**src/hw/rtl/tcce_pkg.sv**
```systemverilog
package tcce_pkg;

  localparam int GLYPH_ROWS  = 16;
  localparam int GLYPH_COUNT = 256;
  localparam int TAB_STOP    = 4;

  localparam int LINE_BITS  = $clog2(GLYPH_ROWS);
  localparam int GLYPH_BITS = $clog2(GLYPH_COUNT);
  localparam int FONT_AW    = GLYPH_BITS + LINE_BITS;
  localparam int FONT_DEPTH = GLYPH_ROWS * GLYPH_COUNT;

  localparam int CFG_IDX_W = 4;

  localparam logic [CFG_IDX_W-1:0] REG_TEXT_COLS = CFG_IDX_W'(0);
  localparam logic [CFG_IDX_W-1:0] REG_TEXT_ROWS = CFG_IDX_W'(1);

  localparam logic [7:0] TEXT_COLS_RST = 8'd80;
  localparam logic [6:0] TEXT_ROWS_RST = 7'd25;

  localparam logic [1:0] MODE_CHAR   = 2'd0;
  localparam logic [1:0] MODE_CURSOR = 2'd1;
  localparam logic [1:0] MODE_CLEAR  = 2'd2;
  localparam logic [1:0] MODE_FONT   = 2'd3;

  localparam logic [1:0] KIND_DRAW   = 2'd0;
  localparam logic [1:0] KIND_SCROLL = 2'd1;
  localparam logic [1:0] KIND_CLEAR  = 2'd2;

  localparam logic [7:0] CH_BS = 8'h08;
  localparam logic [7:0] CH_HT = 8'h09;
  localparam logic [7:0] CH_LF = 8'h0A;
  localparam logic [7:0] CH_CR = 8'h0D;

  typedef struct packed {
    logic [7:0] col;
    logic [6:0] row;
    logic       scroll;
    logic       draw;
  } curs_upd_t;

endpackage

```
**src/hw/rtl/tcce_cursor.sv**
```systemverilog
module tcce_cursor
  import tcce_pkg::*;
(
  input  logic [7:0] cur_col,
  input  logic [6:0] cur_row,
  input  logic [7:0] char_code,
  input  logic [7:0] text_cols,
  input  logic [6:0] text_rows,
  output curs_upd_t  upd
);

  logic [7:0] cols_eff;
  logic [6:0] rows_eff;
  logic [8:0] col9;
  logic [8:0] c;
  logic [7:0] r;
  logic       draw;

  always_comb begin
    cols_eff = (text_cols == 8'd0) ? 8'd1 : text_cols;
    rows_eff = (text_rows == 7'd0) ? 7'd1 : text_rows;
    col9     = {1'b0, cur_col};
    c        = col9;
    r        = {1'b0, cur_row};
    draw     = 1'b0;
    unique case (char_code)
      CH_LF: begin
        c = 9'd0;
        r = r + 8'd1;
      end
      CH_CR: begin
        c = 9'd0;
      end
      CH_HT: begin
        c = col9 - (col9 % 9'(TAB_STOP)) + 9'(TAB_STOP);
      end
      CH_BS: begin
        if (col9 != 9'd0) begin
          c = col9 - 9'd1;
        end
      end
      default: begin
        c    = col9 + 9'd1;
        draw = 1'b1;
      end
    endcase
    if (c >= {1'b0, cols_eff}) begin
      c = 9'd0;
      r = r + 8'd1;
    end
    upd.scroll = 1'b0;
    if (r >= {1'b0, rows_eff}) begin
      upd.scroll = 1'b1;
      r          = {1'b0, rows_eff - 7'd1};
    end
    upd.col  = c[7:0];
    upd.row  = r[6:0];
    upd.draw = draw;
  end

endmodule

```
**config.mk**
```make
export PLATFORM = sky130hd
export DESIGN_NAME = tcce_cursor
export DESIGN_NICKNAME = d
export VERILOG_FILES = /design/src/hw/rtl/tcce_pkg.sv /design/src/hw/rtl/tcce_cursor.sv
export SDC_FILE = /design/constraint.sdc
export NUM_CORES = 1
export LEC_CHECK = 0
export ABC_CLOCK_PERIOD_IN_PS = 16800
export BUFFER_PORTS_ARGS = -buffer_cell sky130_fd_sc_hd__buf_4
export CAP_MARGIN = 20
export CORE_MARGIN = 10
export CORE_UTILIZATION = 50
export DETAILED_ROUTE_END_ITERATION = 8
export GPL_TIMING_DRIVEN = 1
export PLACE_DENSITY = 0.8
export SYNTH_ARGS = -nofsm -noshare
export SYNTH_HDL_FRONTEND = slang
export SYNTH_SLANG_ARGS = --single-unit
export TNS_END_PERCENT = 30
```
**constraint.sdc**
```tcl
create_clock -name vclk -period 16.8
set_clock_uncertainty 0.15 [all_clocks]
set_input_delay 3.36 -clock vclk [all_inputs]
set_output_delay 3.36 -clock vclk [all_outputs]
set_load 0.005 [all_outputs]
```
# ---- Yosys cells after proc, flatten, opt, wreduce, memory -nomap -nowiden
# Cells that the tools add are included.
dict set report word_totals {
  ff_bits 0
  in_bits 38
  output_inout_bits 17
  word_cells 28
}
dict set report classes {
  addsub 7
  n_lt_le_gt_ge 2
  n_eq_ne 4
  mux 10
  n_reduce_logical 5
}
# op n
set op_table {}
lappend op_table {{8-bit by 4-bit == test with 1-bit output, second input constant} 4}
lappend op_table {{8-bit 2-to-1 mux} 4}
lappend op_table {{9-bit one-hot mux with 3 select lines} 1}
lappend op_table {{7-bit 2-to-1 mux} 2}
lappend op_table {{8-bit by 1-bit adder with 9-bit output, second input constant} 1}
lappend op_table {{9-bit by 3-bit adder with 9-bit output, second input constant} 1}
lappend op_table {{9-bit by 8-bit greater-or-equal comparator with 1-bit output} 1}
lappend op_table {{9-bit 2-to-1 mux} 1}
lappend op_table {{8-bit by 1-bit subtractor with 9-bit output, second input constant} 1}
lappend op_table {{8-bit by 2-bit subtractor with 9-bit output} 1}
lappend op_table {{7-bit by 1-bit adder with 8-bit output, second input constant} 1}
lappend op_table {{8-bit by 1-bit adder with 8-bit output, second input constant} 1}
lappend op_table {{8-bit by 7-bit greater-or-equal comparator with 1-bit output} 1}
lappend op_table {{8-bit zero test} 1}
lappend op_table {{8-bit nonzero test} 1}
lappend op_table {{7-bit zero test} 1}
lappend op_table {{7-bit by 1-bit subtractor with 7-bit output, second input constant} 1}
lappend op_table {{4-bit OR reduction} 1}
lappend op_table {{1-bit 2-to-1 mux} 2}
lappend op_table {{2-bit OR reduction} 1}

# ---- Depth between registers and ports, before layout
# Gate-level depths: netlist of run 1.
dict set report logic_depth {
  ltp_word 7
  depth_mapped 26
}

# ---- Least setup slack after synthesis of run 1
# No wires, ideal clock.
dict set report synth_path {
  kind {input to output}
  startpoint {input port char_code[7]}
  endpoint {output port upd[5] (netlist bit)}
  arrival_ns 8.013
  required_time_ns 13.290
  path_slack_ns 5.277
  path_stages 26
  path_cell_list {or3b_1 a2111oi_2 a21boi_4 inv_2 buf_2 a21oi_1 nand4_1 a21oi_1 nor3_1 ha_1 a211o_1 a21oi_1 o21ai_0 o221ai_1 o2111ai_4 buf_6 xnor2_1 ha_1 nand2b_1 a21oi_1 nor2b_1 o21ai_0 a21oi_1 a31oi_1 o31ai_4 mux2_4}
}
# element line
set synth_rtl {}
lappend synth_rtl {{start, declared} tcce_cursor.sv:6} ;# input logic [7:0] char_code,
lappend synth_rtl {{end, declared} tcce_cursor.sv:9} ;# output curs_upd_t upd

==> results of run 1 <==
## placed cells by master, fill, tap and decap left out, types with 3 or more instances in the layout
cell type	netlist	routed
mux2_2	8	8
ha_1	38	38
nor3_1	8	8
nand3_1	11	11
inv_1	30	30
nor2_1	17	17
nor2b_1	8	8
buf_4	3	55
xnor2_1	15	15
nand2_1	15	15
nand4_1	11	11
o21ai_0	14	14
xor2_1	9	9
o221ai_1	3	3
a21oi_1	15	15
## through the flow
| stage | setup WS [ps] | cell area (um2) | util, % | cells |
|---|---|---|---|---|
| floorplan | 5280 | 1920 | - | 261 |
| global placement | 4830 | 2340 | 63.4 | 355 |
| detailed placement | 4650 | 2340 | 63.4 | 355 |
| CTS | 4630 | 2340 | 63.4 | 355 |
| global route | 4080 | 2340 | 63.4 | 355 |
| finish | 4610 | 2340 | 63.4 | 355 |
## routing by layer
metal / track usage, % / share of wire, % / wire length (um)
met1: 18.8 / 42 / 2200
met2: 28.5 / 52 / 2720
met3: 1.97 / 6.0 / 317
met4: 1.19 / 0.59 / 31
met5: 0 / 0 / 0
## kinds of logic after synthesis
family | after synthesis | share of synthesized area, %
XOR/XNOR | 24 | 11.0
adder cells (fa/ha/maj) | 38 | 24.8
AND/OR/NAND/NOR | 91 | 26.9
buffers and inverters | 40 | 8.87
multiplexers | 10 | 6.00
AO/OA/AOI/OAI | 58 | 22.5
## report_power, final
group | internal [W] | switching (W) | total (W)
Sequential | 0 | 0 | 0
Combinational | 0.0000317 | 0.0000322 | 0.0000639
Clock | 0 | 0 | 0
## cell type report
cell class / instances / area (um2)
inverter: 31 / 116
fill: 357 / 1350
tap: 48 / 60.1
timing repair buffer: 55 / 413
multi-input combinational: 221 / 1750
## worst max-delay path by stage
stage | depth (start not counted) | startpoint | slack [ps] | endpoint
2_1_floorplan | 26 | char_code[7] | 5280 | upd[5]
4_1_cts | 25 | char_code[7] | 4630 | upd[5]
6_report | 25 | char_code[7] | 4610 | upd[5]
3_5_place_dp | 25 | char_code[7] | 4650 | upd[5]
3_3_place_gp | 25 | char_code[7] | 4830 | upd[5]
5_1_grt | 24 | char_code[5] | 4080 | upd[5]
## worst max-delay path, cell delays in order
cell	delay, ps
buf_4	110
or3b_1	400
a2111oi_2	410
a21boi_4	300
inv_2	130
a22o_1	220
o21ai_0	180
o21ai_0	150
ha_1	240
a211o_1	280
a21oi_1	130
o21ai_0	120
o221ai_1	250
o2111ai_4	320
xnor2_1	310
ha_1	260
nand2b_1	140
a21oi_1	160
nor2b_1	60
o21ai_0	140
a21oi_1	90
a31oi_1	260
o31ai_4	190
mux2_4	320
buf_4	130
==> reports/results.tsv, run 1 <==
metric	value	unit
clock_buffer_count	0	
nets	385	
maxCapViolCount	0	
drc	0	
viasPerCell	5.69	
antenna_found_initial	0	
crit_fanout	15	
dieWidth	81.9	um
drtIter0Drc	105	
start_kind	input pin	
drt-total-wl	5270	um
outcome	finished clean	
critPathKind	input pin to primary output	
io_pins	55	
initial_utilization	52.0	%
p_leak	1.09	nW
synthTopCellsByCount	38 x ha_1, 30 x inv_1, 17 x nor2_1	
seq_cells	0	
fin_crit_sh	72.5	%
drtAntennaViolNets	0	
synth.avg_cell_area	7.35	um2
crit_arrival	8680	ps
hold_depth	4	
first_pass_iters	5	
grt_pass1_vias	1947	
io_buffer_count	55	
place_congestion	0.967	
synth_top_cell_area_share	24.8	%
drive_gt1_share	25.7	%
synth_top_area_cell	ha_1	
cellPowerDensity	27.3	mW/mm2
yosys-top-cells-area	ha_1 25%, xnor2_1 6.8%, inv_1 5.9%	
synth.distinct_cells	60	
ff_latch_area	0	um2
worstSetupEndpointType	primary output	
finalSetupViolations	0	
drv_slew	0	
min-delay-start	text_rows[6]	
synthToLayoutAreaGrowth	21.9	%
die-area	0.00671	mm2
irDropWorstVdd	0.0148	mV
rsz0062_at_grt	false	
synth_fp_nets	337	
hold_violations	0	
fin_crit	12190	ps
ys_warn_count	0	
num_rows	22	
cp.required	13290	ps
hpwlAfterDp	4520	um
hold_ws	7000	ps
slew-limit-headroom	58.7	%
min_delay_worst_endpoint	upd[8]	
setup_tns	0	ps
synth_cells	261	
ctsHoldBuffers	0	
routedWlPerCell	14.8	um
post-cts-setup-buffers	0	
ctsResizeCount	0	
fmax	82.1	MHz
finalPower	0.0000639	W
grt_pass1_wl	8740	um
num_vias	2020	
grt_usage	15.3	%
ys_seq_area_share	0	%
grt_overflow	0	
diodes	0	
grt_max_degree	16	
yosysMostFrequentCell	ha_1	
syn-cell-area	0.00192	mm2
worst_slew_pin_slew	619	ps
hp-class	input pin to primary output	
core_area	0.00369	mm2
dieHeight	81.9	um
Note: power is estimated with default switching activity, not from simulation.
==> run 2: changes to the inputs <==
Settings changed: ABC_CLOCK_PERIOD_IN_PS 16800 to 11200, PLACE_DENSITY 0.8 to 0.83.
Clock period 16.8 ns to 11.2 ns, I/O delays scaled along.
==> run 2 against run 1 <==
Compared with the run above: routed wire length grew 1.5%; non-clock buffer count is the same; total power grew 50%; clock-buffer cell count is the same; critical path depth is the same; combinational power grew 50%; critical endpoint is now upd[3].
==> reports/results.tsv, run 2 (synthesized netlist as in run 1, its figures left out) <==
metric	value	unit	change
grt_usage	15.1	%	was 15.3%
grt_max_degree	16		unchanged
seq_cells	0		unchanged
drtAntennaViolNets	0		unchanged
ctsHoldBuffers	0		unchanged
viasPerCell	5.64		was 5.69
cp_top_family	compound AO/OA/AOI/OAI gates		unchanged
ctsResizeCount	0		unchanged
crit_path_frequent_cell	o21ai_0		unchanged
drv_slew	0		unchanged
irDropWorstVdd	0.0220	mV	was 0.0148 mV
ff_latch_area	0	um2	unchanged
slew-limit-headroom	58.0	%	was 58.7%
hold_violations	0		unchanged
drt-total-wl	5350	um	was 5270 um
post-cts-setup-buffers	0		unchanged
nets	385		unchanged
dieHeight	81.9	um	unchanged
finalSetupViolations	0		unchanged
diodes	0		unchanged
outcome	finished clean		unchanged
antenna_found_initial	0		unchanged
cp.required	8810	ps	was 13290 ps
hpwlAfterDp	4570	um	was 4520 um
drtIter0Drc	88		was 105
worstSetupEndpointType	primary output		unchanged
grt_overflow	0		unchanged
crit_arrival	7510	ps	was 8680 ps
core_area	0.00369	mm2	unchanged
worst-path-buf-inv	3		unchanged
synthToLayoutAreaGrowth	21.9	%	unchanged
io_pins	55		unchanged
fin_crit_sh	88.4	%	
p_leak	1.09	nW	unchanged
critPathKind	input pin to primary output		unchanged
rsz0062_at_grt	false		unchanged
crit_fanout	15		unchanged
dieWidth	81.9	um	unchanged
io_buffer_count	55		unchanged
cp_slowest_stage_delay	420	ps	was 410 ps
hp-class	input pin to primary output		unchanged
initial_utilization	52.0	%	unchanged
fin_crit	9900	ps	
grt_pass1_wl	8630	um	was 8740 um
drc	0		unchanged
start_kind	input pin		unchanged
clock_buffer_count	0		unchanged
num_rows	22		unchanged
dp_cells	355		unchanged
cpMaxStageDelayCell	a2111oi_2		unchanged
layout_common_cells	55 x buf_4, 38 x ha_1, 30 x inv_1		unchanged
fmax	101	MHz	
final_common_cell	buf_4		unchanged
drive_gt1_share	25.7	%	unchanged
cellPowerDensity	41.1	mW/mm2	was 27.3 mW/mm2
routedWlPerCell	15.1	um	was 14.8 um
maxCapViolCount	0		unchanged
num_vias	2001		was 2020
worst_slew_pin_slew	629	ps	was 619 ps
n_fill_cell	345		was 357
place_congestion	0.915		was 0.967
setup_tns	0	ps	unchanged
die-area	0.00671	mm2	unchanged
first_pass_iters	4		was 5
finalNonFillerCells	355		unchanged
grt_pass1_vias	1927		was 1947
==> run 2: final timing paths <==
kind / startpoint / endpoint / slack (ps) / cells past startpoint
worst max-delay path: char_code[7] / upd[3] / 1300 / 25
worst min-delay path: text_rows[6] / upd[8] / 4760 / 4
==> run 2: cell type report <==
cell class,instances,area (um2),share of cell area (%)
multi-input cells,221,1750,74.8
well taps,48,60.1,2.57
inverters,31,116,4.98
repair buffers,55,413,17.7
==> run 2: metrics by stage <==
stage	total power [W]	util, %	worst slack [ps]	area, um2	hold slack [ps]
after global routing	0.000107	63.4	836	2340	4780
final	0.0000960	63.4	1300	2340	4760
after global placement	0.0000937	63.4	1500	2340	4750
after detailed placement	0.0000956	63.4	1330	2340	4760
after floorplan	0.0000581	-	1920	1920	4480
after CTS	0.0000961	63.4	1310	2340	4760
==> run 2: layer usage <==
layer	track usage (%)	vias to the layer above	share of wire, %
met3	2.73	13	8.1
met5	0	-	0
met1	17.6	883	40
met4	3.57	0	1.8
li1	-	1027	-
met2	27.8	78	50
==> run 2: power breakdown <==
part,switching (W),leakage [nW],internal (W),total [W]
Clock,0,0,0,0
Sequential,0,0,0,0
Combinational,0.0000483,1.09,0.0000477,0.0000960
